File: src/hw/rtl/sws_pkg.sv
`default_nettype none

package sws_pkg;

    localparam int NUM_DIMS  = 16;
    localparam int COORD_W   = 16;
    localparam int POINT_W   = NUM_DIMS * COORD_W;
    localparam int TIME_W    = 32;
    localparam int LIFE_W    = 20;
    localparam int KIND_W    = 3;

    localparam logic [LIFE_W-1:0] LIFETIME_RESET = 20'd10000;

    localparam logic [KIND_W-1:0] KIND_ACCEPT = 3'd0;
    localparam logic [KIND_W-1:0] KIND_REJECT = 3'd1;
    localparam logic [KIND_W-1:0] KIND_DROP   = 3'd2;
    localparam logic [KIND_W-1:0] KIND_REMOVE = 3'd3;
    localparam logic [KIND_W-1:0] KIND_EXPIRE = 3'd4;

    typedef struct packed {
        logic                valid;
        logic [TIME_W-1:0]   arrival;
        logic [POINT_W-1:0]  point;
        logic                flag;
    } t_entry;

    typedef struct packed {
        logic shift;
        logic cmp;
        logic exp;
    } t_cell_ctl;

    typedef enum logic [2:0] {
        S_IDLE,
        S_CMP,
        S_REJ,
        S_SCAN,
        S_EXPC,
        S_VERD,
        S_EXP
    } t_state;

    // True when every coordinate of a is less than or equal to that of b.
    function automatic logic all_le(input logic [POINT_W-1:0] a,
                                    input logic [POINT_W-1:0] b);
        logic r;
        r = 1'b1;
        for (int d = 0; d < NUM_DIMS; d++) begin
            if (a[d*COORD_W +: COORD_W] > b[d*COORD_W +: COORD_W]) begin
                r = 1'b0;
            end
        end
        return r;
    endfunction

endpackage

`default_nettype wire

File: src/hw/rtl/sws_cell.sv
`default_nettype none

module sws_cell (
    input  logic                          i_clk,
    input  logic                          i_rst_n,
    input  sws_pkg::t_cell_ctl            i_ctl,
    input  sws_pkg::t_entry               i_entry,
    input  logic [sws_pkg::POINT_W-1:0]   i_point,
    input  logic [sws_pkg::TIME_W-1:0]    i_now,
    input  logic [sws_pkg::LIFE_W-1:0]    i_lifetime,
    output sws_pkg::t_entry               o_entry,
    output logic                          o_dom
);
    import sws_pkg::*;

    logic               r_valid;
    logic [TIME_W-1:0]  r_arrival;
    logic [POINT_W-1:0] r_point;
    logic               r_flag;
    logic               r_dom;
    logic [TIME_W-1:0]  age;
    logic               expire;

    assign age    = i_now - r_arrival;
    assign expire = ({1'b0, age} + 33'd1) >= {{(TIME_W + 1 - LIFE_W){1'b0}}, i_lifetime};

    always_ff @(posedge i_clk) begin
        if (!i_rst_n) begin
            r_valid <= 1'b0;
        end else if (i_ctl.shift) begin
            r_valid <= i_entry.valid;
        end
    end

    always_ff @(posedge i_clk) begin
        if (i_ctl.shift) begin
            r_arrival <= i_entry.arrival;
            r_point   <= i_entry.point;
            r_flag    <= i_entry.flag;
        end else if (i_ctl.cmp) begin
            r_flag <= r_valid && all_le(i_point, r_point);
            r_dom  <= r_valid && all_le(r_point, i_point);
        end else if (i_ctl.exp) begin
            r_flag <= r_valid && expire;
        end
    end

    assign o_entry = '{valid: r_valid, arrival: r_arrival, point: r_point, flag: r_flag};
    assign o_dom   = r_dom;

endmodule

`default_nettype wire

File: config.mk
export PLATFORM = sky130hd
export DESIGN_NAME = sws_cell
export DESIGN_NICKNAME = d
export VERILOG_FILES = /design/src/hw/rtl/sws_pkg.sv /design/src/hw/rtl/sws_cell.sv
export SDC_FILE = /design/constraint.sdc
export NUM_CORES = 1
export LEC_CHECK = 0
export BUFFER_PORTS_ARGS = -buffer_cell sky130_fd_sc_hd__buf_2
export CELL_PAD_IN_SITES_DETAIL_PLACEMENT = 1
export CELL_PAD_IN_SITES_GLOBAL_PLACEMENT = 1
export CORE_AREA = 2 2 349 351
export DETAILED_ROUTE_END_ITERATION = 12
export DIE_AREA = 0 0 351 353
export GPL_ROUTABILITY_DRIVEN = 1
export PLACE_DENSITY_LB_ADDON = 0.1
export SYNTH_ARGS = -nofsm -noshare
export SYNTH_HDL_FRONTEND = slang
export SYNTH_SLANG_ARGS = --single-unit
File: constraint.sdc
create_clock -name i_clk -period 7.21 [get_ports i_clk]
set_clock_uncertainty 0.05 [all_clocks]
set_input_delay 2.163 -clock i_clk [delete_from_list [all_inputs] [get_ports i_clk]]
set_output_delay 2.163 -clock i_clk [all_outputs]
set_load 0.02 [all_outputs]
==> impl_metrics.yaml <==
power:
  leakagePower_uw: 0.0135
  swShare_pct: 33.5
  netSwitchingPower_uw: 1980
  p_seq_share_pct: 35.8
  vdd_drop_max_mv: 0.170
  powerDensity_nw_per_um2: 218
  internal_power_uw: 3940
  p_comb_share_pct: 26.8
  clockPowerShare_pct: 37.4
synthesis:
  synthAdderAreaFrac_pct: 20.6
  netlist.top_cell.by_area: "edfxtp_1"
  synth_top_family_by_area: "adder cells"
  synth-simple-area-share_pct: 9.75
  netlist_instances: 1694
  syn_avg_cell_area_um2: 11.1
  synth_compound_area_share_pct: 13.8
  syn-num-nets: 2606
  synth_seq_cells: 291
  synth_top_cell_area_share_pct: 46.4
  synthMuxAreaShare_pct: 0.493
  async_flop_share_pct: 0
  synth_ff_type: "edfxtp_1"
  synth_edf_count: 290
  synth-seq-area-share_pct: 46.5
  syn_area_um2: 18800
  netlist-cell-type-count: 82
  synth_area_leaders: "edfxtp_1 46%, ha_1 21%, inv_1 6.3%"
  yosys_warnings: 0
  synthXorXnorAreaFrac_pct: 2.09
layout:
  fillers: 14100
  syn_to_final_growth_pct: 44.6
  final_cell_mix: "892 x buf_2, 315 x inv_1, 308 x ha_1"
  drive_gt1_share_pct: 38.7
  nets: 3587
  final_common_cell: "buf_2"
route:
  dr.pass1.iters: 6
  routedWlPerCell_um: 22.8
  finalWirelength_um: 99000
  antenna_left: 0
  initialDrtViolationCount: 590
  via_per_inst: 3.95
  drc: 0
  vias: 17200
clocking:
  htree_levels: 2
  clock_path_buffers: 3
  clockRootBuffer: "clkbuf_16"
  cts.sinks: 291
  cts_tree: "yes"
  cts_setup_buffers: 0
  numCtsBuffers: 44
  insertion_delay_ns: 0.66
  clk_pin_slew_ns: 0.07
hold_path:
  min_path_type: "reg2reg"
  min_path_cells: 2
  worstHoldStart: "r_valid"
  min_to: "r_valid"
worst_setup_path:
  max_stage_delay_ns: 0.55
  cp.arrival_ns: 7.12
  cpLargestDelayFamily: "compound AO/OA/AOI/OAI gates"
  path_cells: "buf_2, inv_1, ha_1, inv_1, fa_1, a211oi_2, buf_4, o21ai_2, a211oi_1, xnor2_1, nand3_1, nor3_4, and3_2, and3_1, xnor2_1, ha_1, o21a_1, o21ai_0, o32a_1, o31ai_1, a2111oi_2, or4b_1, a2111oi_2, a31oi_1"
  r2r-start: "r_arrival[0]"
  setup.worst_path.end_class: "register"
  r2r_slack_ns: 1.75
  worst-path-max-fanout: 3
  cpMaxStageDelayCell: "or4b_1"
  required_ns: 7.53
  crit_path_start_kind: "input port"
  path_class: "in2reg"
  cp.buffers_inverters: 4
  r2r_cells: 22
  worstReg2RegEnd: "r_flag"
die:
  rows: 128
  io_pins: 894
  core_um2: 121000
  die_area_um2: 124000
  die_w_um: 351
  initial_core_util_pct: 15.6
  die_height_um: 353
place:
  dpl.hpwl_um: 86400
  place.gp.congestion: 0.813
  port_buffers: 893
sta:
  clock.fmax_mhz: 147
  period_minus_slack_ns: 6.79
  maxSlewViolCount: 0
  fin_hold_ws_ns: 0.815
  worst_slew_pin_slew_ns: 0.932
  fin_tns_setup_ns: 0
  finalCritPeriodShare_pct: 94.2
  hold_violations: 0
  maxSlewHeadroom_pct: 37.9
  setup_viol: 0
  rsz0062_at_grt: "false"
run:
  max_cap_viol_count: 0
global_route:
  grt_max_degree: 129
  grt_pass1_wl_um: 137000
  overflow: 0
  grt_usage_pct: 15.6
  grt_antenna_before_repair: 72
  grt_pass1_vias: 19100
status:
  outcome: "completed"
==> repair_timing <==
| item | 4_1_cts | 5_1_grt |
|---|---|---|
| hold buffers | 0 | 0 |
| resized for setup | 0 | 2 |
| endpoints found under the setup margin | 0 | 1 |
==> worst register-to-register path, cell delays in order (launching register included) <==
cell,delay (ns)
edfxtp_1,0.35
ha_1,0.18
inv_1,0.06
fa_1,0.39
a211oi_2,0.24
buf_4,0.17
o21ai_2,0.09
a211oi_1,0.30
xnor2_1,0.20
nand3_1,0.18
nor3_4,0.16
and3_2,0.20
and3_1,0.17
xnor2_1,0.13
ha_1,0.28
o21a_1,0.19
o21ai_0,0.23
o32a_1,0.18
o31ai_1,0.08
a2111oi_2,0.39
or4b_1,0.55
a2111oi_2,0.32
a31oi_1,0.12
==> how the worst max path moves through the flow <==
stage	cells after the start	end	from
2_1_floorplan	22	r_flag	i_now[0]
6_report	24	r_flag	i_now[0]
3_3_place_gp	24	r_flag	i_now[0]
3_5_place_dp	24	r_flag	i_now[0]
4_1_cts	24	r_flag	i_now[0]
5_1_grt	25	r_flag	i_now[0]
==> power by group through the flow <==
stage / clock network, µW / logic, µW / registers, µW
2_1_floorplan: 0 / 709 / 2280
3_3_place_gp: 0 / 1610 / 2160
3_5_place_dp: 0 / 1610 / 2160
4_1_cts: 2330 / 1620 / 2120
5_1_grt: 2370 / 1770 / 2140
6_report: 2210 / 1580 / 2120
==> cell usage after synthesis, types with 3 or more instances <==
library cell / number
nor3b_1: 5
a2111oi_0: 4
nand2_1: 65
nor4_1: 6
inv_1: 315
ha_1: 308
xnor2_1: 22
o31ai_1: 7
edfxtp_1: 290
o221ai_1: 3
o21a_1: 17
a21oi_2: 3
a211oi_1: 15
and3_1: 13
or4_1: 3
xor2_1: 19
o21ai_0: 45
o21ai_1: 8
clkbuf_1: 7
nand2b_1: 9
a211o_1: 19
o211ai_1: 11
nor2b_1: 20
o211a_1: 5
nor3_1: 16
a21oi_1: 80
nor2_1: 71
nand3_1: 24
o2111ai_1: 5
buf_2: 6
a31oi_1: 7
a21o_1: 97
o21bai_1: 7
nand4_1: 70
a221oi_1: 7
a31o_2: 3
mux2i_1: 7
and4_1: 7
or3_1: 7
and2_1: 5
==> cell type report <==
| class | instances | area (µm²) | share of cell area (%) |
|---|---|---|---|
| Clock inverter | 18 | 203 | 0.747 |
| Sequential cell | 291 | 8730 | 32.2 |
| Antenna cell | 19 | 47.5 | 0.175 |
| Clock buffer | 59 | 1220 | 4.49 |
| Tap cell | 1625 | 2030 | 7.49 |
| Inverter | 315 | 1180 | 4.36 |
| Timing Repair Buffer | 952 | 4950 | 18.2 |
| Multi-Input combinational cell | 1071 | 8780 | 32.3 |
==> cells by family (layout without fill, tap and decap cells) <==
kind of cell	count (synthesis)	after routing
xor+xnor	43	43
compound gates	370	370
fa+ha+maj	309	309
flops	291	291
buf+inv	332	1344
other cells	0	19
mux	9	9
simple gates	340	340
==> layer usage <==
metal | share of wire, % | GRT usage, % | up-vias
met5 | 0.52 | 0 | -
met4 | 2.1 | 3.60 | 84
met3 | 8.3 | 5.78 | 192
met2 | 53 | 29.6 | 512
met1 | 36 | 15.9 | 8210
li1 | - | - | 8190
==> through the flow <==
| step | std cells | setup slack (ns) | power (µW) | area, µm² | utilization [%] |
|---|---|---|---|---|---|
| after floorplan | 1694 | 0.246 | 2990 | 18800 | - |
| after global placement | 4254 | -0.218 | 3770 | 25700 | 21.3 |
| after detailed placement | 4254 | -0.314 | 3770 | 25700 | 21.3 |
| after CTS | 4331 | 0.359 | 6080 | 27100 | 22.5 |
| after global routing | 4342 | 0.0567 | 6270 | 27100 | 22.5 |
| final | 4350 | 0.415 | 5910 | 27100 | 22.5 |
==> state kept, by name, indices dropped and copies added (netlist names) <==
register / cells
o_dom: 1
r_arrival: 32
r_flag: 1
r_point: 256
r_valid: 1
No activity file was read; power rests on OpenSTA's default activity.
